**config.mk**
```make
export PLATFORM = sky130hd
export DESIGN_NAME = decimal_digit_select_top
export DESIGN_NICKNAME = d
export VERILOG_FILES = /design/src/dds_pkg.sv /design/src/decimal_digit_select_top.sv /design/src/dds_dabble_stage.sv /design/src/dds_select.sv
export SDC_FILE = /design/constraint.sdc
export NUM_CORES = 1
export LEC_CHECK = 0
export ABC_CLOCK_PERIOD_IN_PS = 6600
export BUFFER_PORTS_ARGS = -buffer_cell sky130_fd_sc_hd__buf_2
export CORE_MARGIN = 5
export CORE_UTILIZATION = 40
export CTS_BUF_LIST = sky130_fd_sc_hd__clkbuf_16
export DETAILED_ROUTE_END_ITERATION = 8
export PLACE_DENSITY = 0.56
export SYNTH_ARGS = -nofsm -noshare
export SYNTH_HDL_FRONTEND = slang
export SYNTH_SLANG_ARGS = --single-unit
```
**constraint.sdc**
```tcl
create_clock -name clk -period 6.6 [get_ports clk]
set_clock_uncertainty 0.15 [all_clocks]
set_input_delay 0.66 -clock clk [delete_from_list [all_inputs] [get_ports clk]]
set_output_delay 0.66 -clock clk [all_outputs]
set_load 0.01 [all_outputs]
```
**src/dds_pkg.sv**
```systemverilog
// dds_pkg: shared constants and types for the decimal digit select block
// no dependencies
`timescale 1ns / 1ps
package dds_pkg;
	localparam int unsigned ValW    = 32;
	localparam int unsigned NumDig  = 10;
	localparam int unsigned BcdW    = 4 * NumDig;
	localparam int unsigned DabSteps = 8;          // shift steps per pipeline stage
	localparam int unsigned DabStages = ValW / DabSteps;

	typedef logic [3:0] nib_t;

	// side data that rides along the conversion stages
	typedef struct packed {
		logic mode;
		nib_t position;
	} side_t;

	// add 3 to every bcd digit that is 5 or more
	function automatic logic [BcdW-1:0] dab_adjust(input logic [BcdW-1:0] b);
		logic [BcdW-1:0] r;
		r = b;
		for (int i = 0; i < NumDig; i++) begin
			if (b[4*i +: 4] >= 4'd5)
				r[4*i +: 4] = b[4*i +: 4] + 4'd3;
		end
		return r;
	endfunction
endpackage

```
**src/decimal_digit_select_top.sv**
```systemverilog
// decimal_digit_select_top: magnitude, four double dabble stages, digit select
// depends on dds_pkg, dds_dabble_stage, dds_select
//
// channel  direction  handshake            payload
// in       input      in_valid / in_stall  mode, value, position
// out      output     out_valid / out_stall digit, digit_count
//
// one item enters per cycle while not stalled; registers: magnitude register,
// four stages of eight shift steps each, and the select/output register
// the whole pipeline advances together; out_stall on a valid output freezes every stage
// reset clears the valid bits only
`timescale 1ns / 1ps
module decimal_digit_select_top (
	input  logic          clk,
	input  logic          arst_n,
	input  logic          in_valid,
	output logic          in_stall,
	input  logic          mode,
	input  logic [31:0]   value,
	input  logic [3:0]    position,
	output logic          out_valid,
	input  logic          out_stall,
	output logic [3:0]    digit,
	output logic [3:0]    digit_count
);
	logic en;
	logic vld_s0;
	logic [dds_pkg::ValW-1:0] mag_s0;
	dds_pkg::side_t side_s0;

	logic                     vld_s [dds_pkg::DabStages+1];
	logic [dds_pkg::BcdW-1:0] bcd_s [dds_pkg::DabStages+1];
	logic [dds_pkg::ValW-1:0] bin_s [dds_pkg::DabStages+1];
	dds_pkg::side_t           sd_s  [dds_pkg::DabStages+1];

	// stall only when the output holds a result that is not taken
	assign en       = !(out_valid && out_stall);
	assign in_stall = !en;

	always_ff @(posedge clk or negedge arst_n) begin
		if (!arst_n) begin
			vld_s0 <= 1'b0;
		end else if (en) begin
			vld_s0 <= in_valid;
		end
	end

	always_ff @(posedge clk) begin
		if (en) begin
			mag_s0  <= value[31] ? (32'd0 - value) : value;
			side_s0 <= '{mode: mode, position: position};
		end
	end

	assign vld_s[0] = vld_s0;
	assign bcd_s[0] = '0;
	assign bin_s[0] = mag_s0;
	assign sd_s[0]  = side_s0;

	for (genvar g = 0; g < dds_pkg::DabStages; g++) begin : g_dab
		dds_dabble_stage u_stage (
			.clk     (clk),
			.arst_n  (arst_n),
			.en      (en),
			.vld_in  (vld_s[g]),
			.bcd_in  (bcd_s[g]),
			.bin_in  (bin_s[g]),
			.side_in (sd_s[g]),
			.vld_q   (vld_s[g+1]),
			.bcd_q   (bcd_s[g+1]),
			.bin_q   (bin_s[g+1]),
			.side_q  (sd_s[g+1])
		);
	end

	dds_select u_sel (
		.clk     (clk),
		.arst_n  (arst_n),
		.en      (en),
		.vld_in  (vld_s[dds_pkg::DabStages]),
		.bcd_in  (bcd_s[dds_pkg::DabStages]),
		.side_in (sd_s[dds_pkg::DabStages]),
		.vld_q   (out_valid),
		.digit_q (digit),
		.count_q (digit_count)
	);
endmodule

```
**src/dds_dabble_stage.sv**
```systemverilog
// dds_dabble_stage: eight double dabble shift steps followed by a register
// depends on dds_pkg
`timescale 1ns / 1ps
module dds_dabble_stage (
	input  logic                        clk,
	input  logic                        arst_n,
	input  logic                        en,
	input  logic                        vld_in,
	input  logic [dds_pkg::BcdW-1:0]    bcd_in,
	input  logic [dds_pkg::ValW-1:0]    bin_in,
	input  dds_pkg::side_t              side_in,
	output logic                        vld_q,
	output logic [dds_pkg::BcdW-1:0]    bcd_q,
	output logic [dds_pkg::ValW-1:0]    bin_q,
	output dds_pkg::side_t              side_q
);
	logic [dds_pkg::BcdW-1:0] bcd_n;
	logic [dds_pkg::ValW-1:0] bin_n;

	always_comb begin
		bcd_n = bcd_in;
		bin_n = bin_in;
		for (int i = 0; i < dds_pkg::DabSteps; i++) begin
			bcd_n = dds_pkg::dab_adjust(bcd_n);
			bcd_n = {bcd_n[dds_pkg::BcdW-2:0], bin_n[dds_pkg::ValW-1]};
			bin_n = {bin_n[dds_pkg::ValW-2:0], 1'b0};
		end
	end

	always_ff @(posedge clk or negedge arst_n) begin
		if (!arst_n) begin
			vld_q <= 1'b0;
		end else if (en) begin
			vld_q <= vld_in;
		end
	end

	always_ff @(posedge clk) begin
		if (en) begin
			bcd_q  <= bcd_n;
			bin_q  <= bin_n;
			side_q <= side_in;
		end
	end
endmodule

```
**src/dds_select.sv**
```systemverilog
// dds_select: digit count and digit selection from the bcd word, registered output
// depends on dds_pkg
`timescale 1ns / 1ps
module dds_select (
	input  logic                     clk,
	input  logic                     arst_n,
	input  logic                     en,
	input  logic                     vld_in,
	input  logic [dds_pkg::BcdW-1:0] bcd_in,
	input  dds_pkg::side_t           side_in,
	output logic                     vld_q,
	output dds_pkg::nib_t            digit_q,
	output dds_pkg::nib_t            count_q
);
	dds_pkg::nib_t cnt;
	dds_pkg::nib_t idx;
	dds_pkg::nib_t sel;

	always_comb begin
		cnt = '0;
		for (int i = 0; i < dds_pkg::NumDig; i++) begin
			if (bcd_in[4*i +: 4] != 4'd0)
				cnt = 4'(i + 1);
		end
		// index from the least significant digit
		if (side_in.mode)
			idx = side_in.position - 4'd1;
		else
			idx = cnt - side_in.position;
		sel = 4'd0;
		if (side_in.position != 4'd0 && side_in.position <= cnt) begin
			for (int i = 0; i < dds_pkg::NumDig; i++) begin
				if (idx == 4'(i))
					sel = bcd_in[4*i +: 4];
			end
		end
	end

	always_ff @(posedge clk or negedge arst_n) begin
		if (!arst_n) begin
			vld_q <= 1'b0;
		end else if (en) begin
			vld_q <= vld_in;
		end
	end

	always_ff @(posedge clk) begin
		if (en) begin
			digit_q <= sel;
			count_q <= cnt;
		end
	end

	a_digit_range: assert property (@(posedge clk) disable iff (!arst_n)
		vld_q |-> digit_q <= 4'd9) else $error("digit out of range");
	a_count_range: assert property (@(posedge clk) disable iff (!arst_n)
		vld_q |-> count_q <= 4'd10) else $error("count out of range");
	a_zero_count: assert property (@(posedge clk) disable iff (!arst_n)
		vld_q && count_q == 4'd0 |-> digit_q == 4'd0) else $error("digit without digits");
endmodule

```
==> results by group, run 1 <==
Critical path
  – Worst reg2reg setup slack: about 0.23 ns
  – R2R Path End: g_dab[1].u_stage.bcd_q[12]
  – Cell mode on critical path: inv_2
  – CP max stage delay: approximately 0.45 ns
  – Worst EP required: between 6 and 7 ns
  – CP Capture Type: register
  – CP max-delay cell: edfxtp_1
  – CP arrival: 6.54 ns
  – CP Class: register to register
  – Worst R2R Path Depth: 36
  – Crit path launch type: register
  – Worst-path fanout max: 4
  – RR Startpoint: g_dab[0].u_stage.bcd_q[4]

Place
  – Port bufs: 50
  – Detailed placement HPWL: between 40,000 and 50,000 um
  – Dpl ws: -0.1238 ns
  – RePlAce Congestion: 0.8108

Route
  – Final wirelength: approximately 58,000 um
  – Post-route DRC: 0
  – Via Count: 24,950
  – Vias/cell: 5.510
  – Avg WL per Cell: between 10 and 15 um
  – Pre-antenna DRT Iters: 5
  – 1st-iter DRT viols: between 1,000 and 1,500
  – Antenna-violating nets left: 0

Clock network
  – CTS root buf: clkbuf_16
  – TritonCTS buffer count: 27
  – CTS max path bufs: 3
  – CTS Sinks: 221
  – H-tree Lvls: 1
  – Worst-path clk slew: roughly 0.06 ns
  – Clk_lat worst skew: between 0.5 and 0.6 ns
  – CTS tree: built

Timing
  – Period Utilization, post-route: 0.9658
  – Final setup viols: 0
  – Setup_tns: 0 ns
  – Rel. slew slack: 0.3759
  – Final Critical Period: 6.374 ns
  – Max Freq: around 0.16 GHz
  – RSZ-0062 raised after global routing: true
  – Final hold violation count: 0
  – Fin. max-slew vios: 0
  – Setup WS post-layout: about 0.23 ns
  – Worst Tran Pin Value: 0.9361 ns

Floorplan
  – Core Footprint: about 67,000 um2
  – Starting Density: 0.4040
  – # rows: 95
  – IO Count: approximately 50
  – Die ar.: 73,270 um2
  – Die Wd: ~270 um
  – Chip height: between 200 and 300 um

Cells and area
  – Final #Nets: 3,834
  – Fill cell count: 6,538
  – Commonest cells after routing, fill and taps aside: 299 x nand2_1, 272 x buf_4, 253 x nor2_1
  – Leading cell type in the layout, fill and taps excluded: nand2_1
  – P&R area growth vs syn: 19.16%
  – Antenna cells: 0
  – Share of layout cells above drive strength 1: 0.2270

Global route
  – Met2 Use GR: 0.2363
  – Met1 Track Usage GR: 0.2096
  – GRT busiest layer: met2
  – Remaining Overflow, GRT: 0
  – Global-route wire length before repair: 97,320 um
  – Largest net degree at the start of global routing: 79
  – Number of global-route vias before repair: 22,040
  – Antenna violations before repair: 0
  – Met3 Use GR: 0.01515
  – Tot GR Track Use: 0.1443

Worst hold path
  – Hold Path Depth: 1
  – Min-delay worst type: primary input to register
  – Beginning of the worst hold path: position[3]
  – Hold Path End: sd_s[23]

Yosys
  – Syn Nets: 3,568
  – Post-synth EDFFs: between 200 and 250
  – Post-synthesis sequential area ratio: 0.2430
  – Mapped cell area: 27,180 um2
  – Yosys warnings: 0
  – Synth Register Bits: ~220
  – Yosys cell types: between 100 and 150
  – Synth Instances: around 3,400
  – Mean post-synth cell area: 8.068 um2
  – Asr flop ratio synth: 0.02715
  – Post-synth top flop: edfxtp_1

Run status
  – Status: complete, no violations

Flow run
  – Maxcap violations: 0
## per-layer routing
metal / vias to the layer above / wire [um]
met2: 234 / 25770
met5: - / 0
met4: 0 / 797
li1: 13270 / -
met1: 11410 / 29590
met3: 48 / 1382
## cell families after synthesis
kind of cell / share of synthesized area
AOI/OAI and AO/OA: 0.2953
and+or+nand+nor: 0.2066
buffers and inverters: 0.04507
DFF: 0.2430
muxes: 0.08350
adders and majority gates: 0.07374
xor gates and xnor gates: 0.05275
## sequential cells by signal (all words and copies together), names as in the netlist, 4 cells and up
name                  flops
sd_s                      5
u_sel.count_q             4
g_dab.u_stage.vld_q       4
g_dab.u_stage.bin_q      48
u_sel.digit_q             4
g_dab.u_stage.side_q     20
mag_s0                   32
g_dab.u_stage.bcd_q     102
## synthesized netlist by cell type (14+ instances only)
library cell / instances / area [um2]
nor2b_1: 54 / 337.8
or2_2: 25 / 156.4
nand2b_1: 76 / 475.5
nor4_1: 24 / 150.1
o21a_1: 41 / 307.8
o21bai_1: 28 / 210.2
a21o_1: 49 / 367.9
nand3b_1: 21 / 157.7
a22oi_1: 19 / 142.6
o21ai_1: 44 / 220.2
inv_1: 230 / 863.3
nand3_1: 91 / 455.4
o211ai_1: 54 / 405.4
clkbuf_1: 62 / 232.7
buf_2: 21 / 105.1
a211oi_1: 53 / 397.9
o21ai_0: 250 / 1251
o31ai_1: 26 / 195.2
and3_1: 32 / 200.2
mux2i_1: 109 / 1091
o22ai_1: 33 / 206.5
edfxtp_1: 215 / 6456
xnor2_1: 110 / 963.4
nor3_1: 84 / 420.4
a21oi_1: 249 / 1246
a2bb2oi_1: 16 / 140.1
xor2_1: 30 / 262.8
a211o_1: 14 / 122.6
and2_1: 48 / 300.3
ha_1: 157 / 1964
nand2_1: 309 / 1160
nor2_1: 266 / 998.5
or3_1: 32 / 200.2
mux2_2: 82 / 923.4
a21boi_0: 19 / 142.6
a31oi_1: 42 / 262.8
## per-stage QoR
step | cells | hold WS, ns | area (um2) | util
final | 4529 | 0.1195 | 32390 | 0.4814
after CTS | 4460 | 0.07521 | 30630 | 0.4553
after global routing | 4529 | 0.07696 | 32390 | 0.4814
after global placement | 4405 | 0.2502 | 29690 | 0.4414
after detailed placement | 4405 | 0.2545 | 29690 | 0.4414
after floorplan | 3369 | 0.2144 | 27190 | -
## worst max path at each step
stage,startpoint,endpoint,cells after the start
floorplan,g_dab[0].u_stage.bcd_q[4],g_dab[1].u_stage.bcd_q[10],36
global placement,g_dab[1].u_stage.bcd_q[16],g_dab[2].u_stage.bcd_q[27],28
detailed placement,g_dab[0].u_stage.bcd_q[5],g_dab[1].u_stage.bcd_q[10],36
CTS,g_dab[1].u_stage.bcd_q[16],g_dab[2].u_stage.bcd_q[27],29
global route,g_dab[0].u_stage.bcd_q[4],g_dab[1].u_stage.bcd_q[12],36
finish,g_dab[0].u_stage.bcd_q[4],g_dab[1].u_stage.bcd_q[12],36
## area by class of cell
cell class                      instances  area [um2]  share of cell area
Clock buffer                           27       675.6             0.02086
Clock inverter                         23       207.7            0.006412
Inverter                              233       874.6             0.02700
Multi-Input combinational cell       2829       20630              0.6370
Sequential cell                       221        6606              0.2040
Tap cell                              873        1092             0.03372
Timing Repair Buffer                  323        2302             0.07108
## critical path: cells and delay by family, from the launching register on
kind                     cells  cell delay, ns
flip-flops                   1            0.45
XOR/XNOR                     1            0.13
AND/OR/NAND/NOR             11            1.64
AO/OA/AOI/OAI                9            1.81
multiplexers                 1            0.23
adder cells (fa/ha/maj)      7            1.21
buffers and inverters        7            0.48
## timing repair
action,in CTS,in global routing
pin swaps,1,91
endpoints found under the hold margin,6,0
setup endpoints to repair,12,75
buffers inserted,4,69
gates resized for setup,5,306
hold buffers,1,0
Power of run 1 is left out: the tool's default activity adds up to more than one toggle a clock period on the data nets, which glitch-free logic cannot reach.
==> inputs of run 2 (changes only) <==
- ABC_AREA: unset -> 1
==> results by group, run 2 <==
Place
  – Placed cell count: 4,284 (-2.7%)
  – Port bufs: 50 (unchanged)
  – Post-DP Area: 25,890 um2 (-13%)
  – Detailed placement HPWL: 34,510 um (-18%)
  – RePlAce Congestion: 0.7896 (-2.6%)

Flow run
  – Maxcap violations: 0 (unchanged)

Yosys
  – Share of the synthesized area in the top cell type: 0.2622 (+0.02464)
  – Count leader, synth: nand2_1
  – Asr flop ratio synth: 0.02715 (unchanged)
  – Mapped cell area: 24,630 um2 (-9.4%)
  – Post-synthesis sequential area ratio: 0.2683 (+0.02522)
  – Syn Nets: 3,644 (+2.1%)
  – Mean post-synth cell area: 7.148 um2 (-11%)
  – Synth Instances: 3,445 (+2.3%)
  – Yosys warnings: 0 (unchanged)
  – Post-synth top flop: edfxtp_1
  – Yosys cell types: 53 (-58%)
  – Synth Register Bits: 221 (unchanged)
  – Top cells by area, synth: edfxtp_1 26%, nand2_1 16%, inv_1 8.5%
  – Cell taking the most area after synthesis: edfxtp_1
  – Post-synth EDFFs: 215 (unchanged)
  – Most instantiated cells after synthesis: 1,035 x nand2_1, 557 x inv_1, 302 x nand3_1

Floorplan
  – Chip height: 258.1 um (-4.6%)
  – Starting Density: 0.4013 (-0.002745)
  – Die Wd: 258.1 um (-4.6%)
  – # rows: 91 (-4.2%)
  – IO Count: 51 (unchanged)
  – Die ar.: 66,630 um2 (-9.1%)
  – Core Footprint: 61,370 um2 (-8.8%)

Timing
  – Final hold violation count: 0 (unchanged)
  – Period Utilization, post-route: 0.9019 (-0.06392)
  – RSZ-0062 raised after global routing: false
  – Fin. max-slew vios: 0 (unchanged)
  – Setup_tns: 0 ns (unchanged)
  – Rel. slew slack: 0.5045 (+0.1285)
  – Worst Tran Pin Value: 0.7433 ns (-0.1928 ns)
  – Max Freq: 0.1680 GHz (+7.1%)
  – Final Critical Period: 5.953 ns (-0.4219 ns)
  – Final setup viols: 0 (unchanged)

Critical path
  – Critical path origin: g_dab[2].u_stage.bcd_q[4]
  – Worst-path fanout max: 5 (+1)
  – RR Startpoint: g_dab[2].u_stage.bcd_q[4]
  – CP max stage delay: 0.41 ns (-0.04 ns)
  – CP arrival: 6.12 ns (-0.42 ns)
  – Worst R2R Path Depth: 44 (+22%)
  – Cell mode on critical path: nand2_1
  – CP max-delay cell: edfxtp_1
  – CP Class: register to register
  – Worst reg2reg setup slack: 0.65 ns (+0.42 ns)
  – Worst EP required: 6.77 ns (about the same)
  – CP Capture Type: register
  – R2R Path End: g_dab[3].u_stage.bcd_q[9]
  – Crit path launch type: register

Route
  – Antenna-violating nets left: 0 (unchanged)
  – Final wirelength: 42,730 um (-26%)
  – Post-route DRC: 0 (unchanged)
  – Via Count: 20,530 (-18%)
  – Vias/cell: 4.734 (-14%)
  – Avg WL per Cell: 9.855 um (-22%)
  – 1st-iter DRT viols: 719 (-41%)
  – Pre-antenna DRT Iters: 5 (unchanged)

Cells and area
  – Max FFs per register: 102 (unchanged)
  – Share of layout cells above drive strength 1: 0.1946 (-0.03244)
  – Commonest cells after routing, fill and taps aside: 1,034 x nand2_1, 565 x inv_1, 299 x nand3_1
  – Antenna cells: 0 (unchanged)
  – Final #Nets: 3,724 (-2.9%)
  – Largest register by flop count: g_dab.u_stage.bcd_q
  – P&R area growth vs syn: 9.156%
  – Fin util: 0.4380 (-0.04343)
  – Post-route cell area: 26,880 um2 (-17%)
  – Leading cell type in the layout, fill and taps excluded: nand2_1
  – Top flop regs: g_dab.u_stage.bcd_q (102), g_dab.u_stage.bin_q (48), mag_s0 (32)
  – Final std cells w/o fill: 4,336 (-4.3%)

Global route
  – Remaining Overflow, GRT: 0 (unchanged)
  – Global-route wire length before repair: 78,170 um (-20%)
  – Number of global-route vias before repair: 19,210 (-13%)
  – Tot GR Track Use: 0.1283 (-0.01598)
  – Largest net degree at the start of global routing: 140 (+77%)
  – Antenna violations before repair: 0 (unchanged)

Worst hold path
  – Beginning of the worst hold path: position[1]
  – Hold Path End: sd_s[21]
  – Min-delay worst type: primary input to register
  – Hold Path Depth: 1 (unchanged)

Clock network
  – CTS root buf: clkbuf_16
  – CTS max path bufs: 3 (unchanged)
  – CTS Sinks: 221 (unchanged)
  – TritonCTS buffer count: 28 (+3.7%)
  – H-tree Lvls: 1 (unchanged)
  – CTS tree: built
  – Worst-path clk slew: 0.07 ns (about the same)
  – Clk_lat worst skew: 0.57 ns (about the same)

Run status
  – Status: complete, no violations
-- run 2: cell types whose count changed after synthesis, moves of 106 or more --
| cell | before | now |
|---|---|---|
| a21oi_1 | 249 | 51 |
| inv_1 | 230 | 557 |
| mux2i_1 | 109 | 3 |
| nand2_1 | 309 | 1035 |
| nand2_2 | 0 | 242 |
| nand3_1 | 91 | 302 |
| nand3_2 | 0 | 128 |
| nand4_1 | 11 | 166 |
| nor2_1 | 266 | 64 |
| o21ai_0 | 250 | 58 |
-- run 2: worst max-delay path by stage --
stage	endpoint	slack, ns	cells after the start
after floorplan	g_dab[2].u_stage.bcd_q[13]	1.12	43
after global placement	g_dab[2].u_stage.bcd_q[14]	0.59	43
after detailed placement	g_dab[2].u_stage.bcd_q[14]	0.58	43
after CTS	g_dab[2].u_stage.bcd_q[14]	0.55	43
after global routing	g_dab[3].u_stage.bcd_q[9]	0.005	46
final	g_dab[3].u_stage.bcd_q[9]	0.65	44
-- run 2: routing by layer --
metal | vias to the layer above | part of all wire | GRT usage
met1 | 8892 | 0.47 | 0.1561
met3 | 43 | 0.020 | 0.01584
met4 | 0 | 0.018 | 0.02522
met5 | - | 0 | 0
li1 | 11510 | - | -
met2 | 83 | 0.49 | 0.2434
-- run 2: area by class of cell --
| cell class | count | area (um2) |
|---|---|---|
| Clock buffer | 29 | 725.7 |
| Fill cell | 6254 | 34490 |
| Timing Repair Buffer | 52 | 280.3 |
| Multi-Input combinational cell | 2639 | 15850 |
| Sequential cell | 221 | 6606 |
| Tap cell | 790 | 988.4 |
| Inverter | 583 | 2192 |
| Clock inverter | 22 | 236.5 |
-- run 2: per-stage QoR --
| step | worst slack (ns) | hold slack, ns |
|---|---|---|
| 6_report | 0.6474 | 0.1332 |
| 5_1_grt | 0.005208 | 0.09629 |
| 4_1_cts | 0.5546 | 0.08810 |
| 3_5_place_dp | 0.5846 | 0.2545 |
| 3_3_place_gp | 0.5871 | 0.2510 |
| 2_1_floorplan | 1.117 | 0.2144 |
-- run 2: worst max-delay path, delay by kind of cell, from the launching register on --
| kind | cells | cell delay (ns) |
|---|---|---|
| AND/OR/NAND/NOR | 30 | 3.34 |
| buffers and inverters | 7 | 0.54 |
| flip-flops | 1 | 0.41 |
| adder cells (fa/ha/maj) | 7 | 1.28 |
-- run 2: cell families (layout without fill, tap and decap cells) --
| logic type | after synthesis | after routing | synth area share |
|---|---|---|---|
| AO/OA/AOI/OAI | 272 | 272 | 0.07428 |
| flip-flops | 221 | 221 | 0.2683 |
| adder cells (fa/ha/maj) | 158 | 158 | 0.08058 |
| XOR/XNOR | 94 | 94 | 0.03877 |
| multiplexers | 3 | 3 | 0.001219 |
| buffers and inverters | 585 | 686 | 0.08932 |
| AND/OR/NAND/NOR | 2112 | 2112 | 0.4476 |
-- run 2: timing repair --
action | 4_1_cts | 5_1_grt
setup endpoints to repair | 0 | 4
gates resized for setup | 0 | 3
endpoints found under the hold margin | 6 | 0
hold buffers | 1 | 0
buffers inserted | 0 | 0
Power of run 2 is left out for the same reason.
==> inputs of run 3 (changes only) <==
- SYNTH_HIERARCHICAL: unset -> 1
==> results by group, run 3 <==
Floorplan
  – Die ar.: 113,700 um2 (+71%)
  – Starting Density: 0.4013 (about the same)
  – Die Wd: 337.2 um (+31%)
  – IO Count: 51 (unchanged)
  – # rows: 120 (+32%)
  – Core Footprint: 106,800 um2 (+74%)
  – Chip height: 337.2 um (+31%)

Yosys
  – Mapped cell area: 42,830 um2 (+74%)
  – Mean post-synth cell area: 6.283 um2 (-12%)
  – Synth Instances: 6,818 (+98%)
  – Yosys warnings: 6 (+6)

Route
  – Pre-antenna DRT Iters: 7 (+2)
  – Antenna-violating nets left: 0 (unchanged)
  – Avg WL per Cell: 10.51 um (+6.7%)
  – Vias/cell: 4.721 (-0.27%)
  – 1st-iter DRT viols: 1,423 (+98%)
  – Post-route DRC: 0 (unchanged)
  – Via Count: 40,160 (+96%)
  – Final wirelength: 89,400 um (+110%)

Critical path
  – Worst path buffer plus inverter count: 12 (+5)
  – CP Capture Type: register
  – Worst-path fanout max: 4 (-1)
  – CP arrival: 6.39 ns (+0.27 ns)
  – CP max-delay cell: edfxtp_1
  – CP Class: register to register
  – Cell mode on critical path: nand2_2
  – Crit path launch type: register
  – CP delay by family, top: simple AND/OR/NAND/NOR gates
  – Worst R2R Path Depth: 58 (+32%)
  – Worst EP required: 6.76 ns (about the same)
  – Worst reg2reg setup slack: 0.37 ns (-0.28 ns)
  – RR Startpoint: g_dab[0].u_stage/bcd_q[36]
  – R2R Path End: g_dab[1].u_stage/bcd_q[38]
  – CP max stage delay: 0.44 ns (+0.03 ns)

Timing
  – Final hold violation count: 0 (unchanged)
  – Final Critical Period: 6.228 ns (+0.2752 ns)
  – Final hold slack: 0.1254 ns (-0.007765 ns)
  – Worst Tran Pin Value: 1.005 ns (+0.2622 ns)
  – Final setup viols: 0 (unchanged)
  – RSZ-0062 raised after global routing: true
  – Rel. slew slack: 0.3297 (-0.1748)
  – Period Utilization, post-route: 0.9436 (+0.04170)
  – Max Freq: 0.1606 GHz (-4.4%)
  – Fin. max-slew vios: 0 (unchanged)

Clock network
  – Worst-path clk slew: 0.06 ns (about the same)
  – H-tree Lvls: 2 (+1)
  – Clk_lat worst skew: 0.57 ns (about the same)
  – CTS max path bufs: 3 (unchanged)
  – CTS tree: built
  – CTS root buf: clkbuf_16
  – TritonCTS buffer count: 36 (+29%)
  – CTS Sinks: 279 (+26%)

Run status
  – Status: complete, no violations

Worst hold path
  – Min-delay worst type: primary input to register
  – Beginning of the worst hold path: position[2]
  – Hold Path Depth: 1 (unchanged)
  – Hold Path End: sd_s[22]

Global route
  – Tot GR Track Use: 0.1550 (+0.02665)
  – Remaining Overflow, GRT: 0 (unchanged)
  – Global-route wire length before repair: 155,500 um (+99%)
  – Antenna violations before repair: 0 (unchanged)
  – Number of global-route vias before repair: 36,460 (+90%)
  – Largest net degree at the start of global routing: 158 (+13%)

Cells and area
  – P&R area growth vs syn: 10.97%
  – Area of the multi-input gates: 31,110 um2 (+96%)
  – Fill cell count: 11,030 (+76%)
  – Max FFs per register: 160 (+57%)
  – Final #Nets: 7,366 (+98%)
  – Reg area: 8348 um2 (+26%)
  – Leading cell type in the layout, fill and taps excluded: nand2_1
  – Largest register by flop count: g_dab.u_stage/bcd_q
  – Top flop regs: g_dab.u_stage/bcd_q (160), g_dab.u_stage/bin_q (48), mag_s0 (32)
  – Commonest cells after routing, fill and taps aside: 2,394 x nand2_1, 1,074 x inv_1, 719 x nand3_1
  – Antenna cells: 0 (unchanged)
  – Post-route cell area: 47,530 um2 (+77%)
  – Share of layout cells above drive strength 1: 0.2002 (+0.005612)

Flow run
  – Maxcap violations: 0 (unchanged)

Place
  – Detailed placement HPWL: 73,950 um (+110%)
  – RePlAce Congestion: 0.8014 (+1.5%)
  – Port bufs: 50 (unchanged)
  – Post-DP Area: 45,350 um2 (+75%)
## run 3: what timing repair did
action,CTS,global route
pin swaps,0,52
endpoints found under the hold margin,6,0
setup endpoints to repair,2,9
gates resized for setup,1,203
setup buffers,0,39
hold buffers,1,0
## run 3: worst max-delay path by stage
| stage | start | endpoint | slack [ns] | cells past startpoint |
|---|---|---|---|---|
| after CTS | g_dab[1].u_stage/bcd_q[36] | g_dab[2].u_stage/bcd_q[37] | 0.02 | 58 |
| final | g_dab[0].u_stage/bcd_q[36] | g_dab[1].u_stage/bcd_q[38] | 0.37 | 58 |
| after detailed placement | g_dab[1].u_stage/bcd_q[32] | g_dab[2].u_stage/bcd_q[38] | 0.02 | 58 |
| after floorplan | g_dab[0].u_stage/bcd_q[32] | g_dab[1].u_stage/bcd_q[37] | 0.67 | 58 |
| after global placement | g_dab[1].u_stage/bcd_q[32] | g_dab[2].u_stage/bcd_q[37] | 0.20 | 58 |
| after global routing | g_dab[0].u_stage/bcd_q[36] | g_dab[1].u_stage/bcd_q[38] | -0.17 | 58 |
## run 3: layout make-up
| cell class | count | share of cell area |
|---|---|---|
| multi-input combinational | 5466 | 0.6545 |
| sequential | 279 | 0.1756 |
| inverter | 1201 | 0.09484 |
| tap | 1403 | 0.03693 |
| clock buffer | 38 | 0.02000 |
| timing repair buffer | 92 | 0.01221 |
| clock inverter | 27 | 0.005922 |
## run 3: layer usage
layer,global-route usage,vias up,routed length [um]
li1,-,22270,-
met1,0.1945,17590,42880
met2,0.2895,235,43470
met3,0.01525,66,1746
met4,0.02875,0,1313
met5,0,-,0
## run 3: stage by stage
stage | setup slack (ns) | TNS (ns) | instances | utilization
floorplan | 0.6690 | 0 | 6949 | -
global placement | 0.1969 | 0 | 8401 | 0.4248
detailed placement | 0.01671 | 0 | 8401 | 0.4248
CTS | 0.02189 | 0 | 8467 | 0.4365
global route | -0.1727 | -0.8354 | 8506 | 0.4453
finish | 0.3722 | 0 | 8506 | 0.4453
Power of run 3 is left out for the same reason.
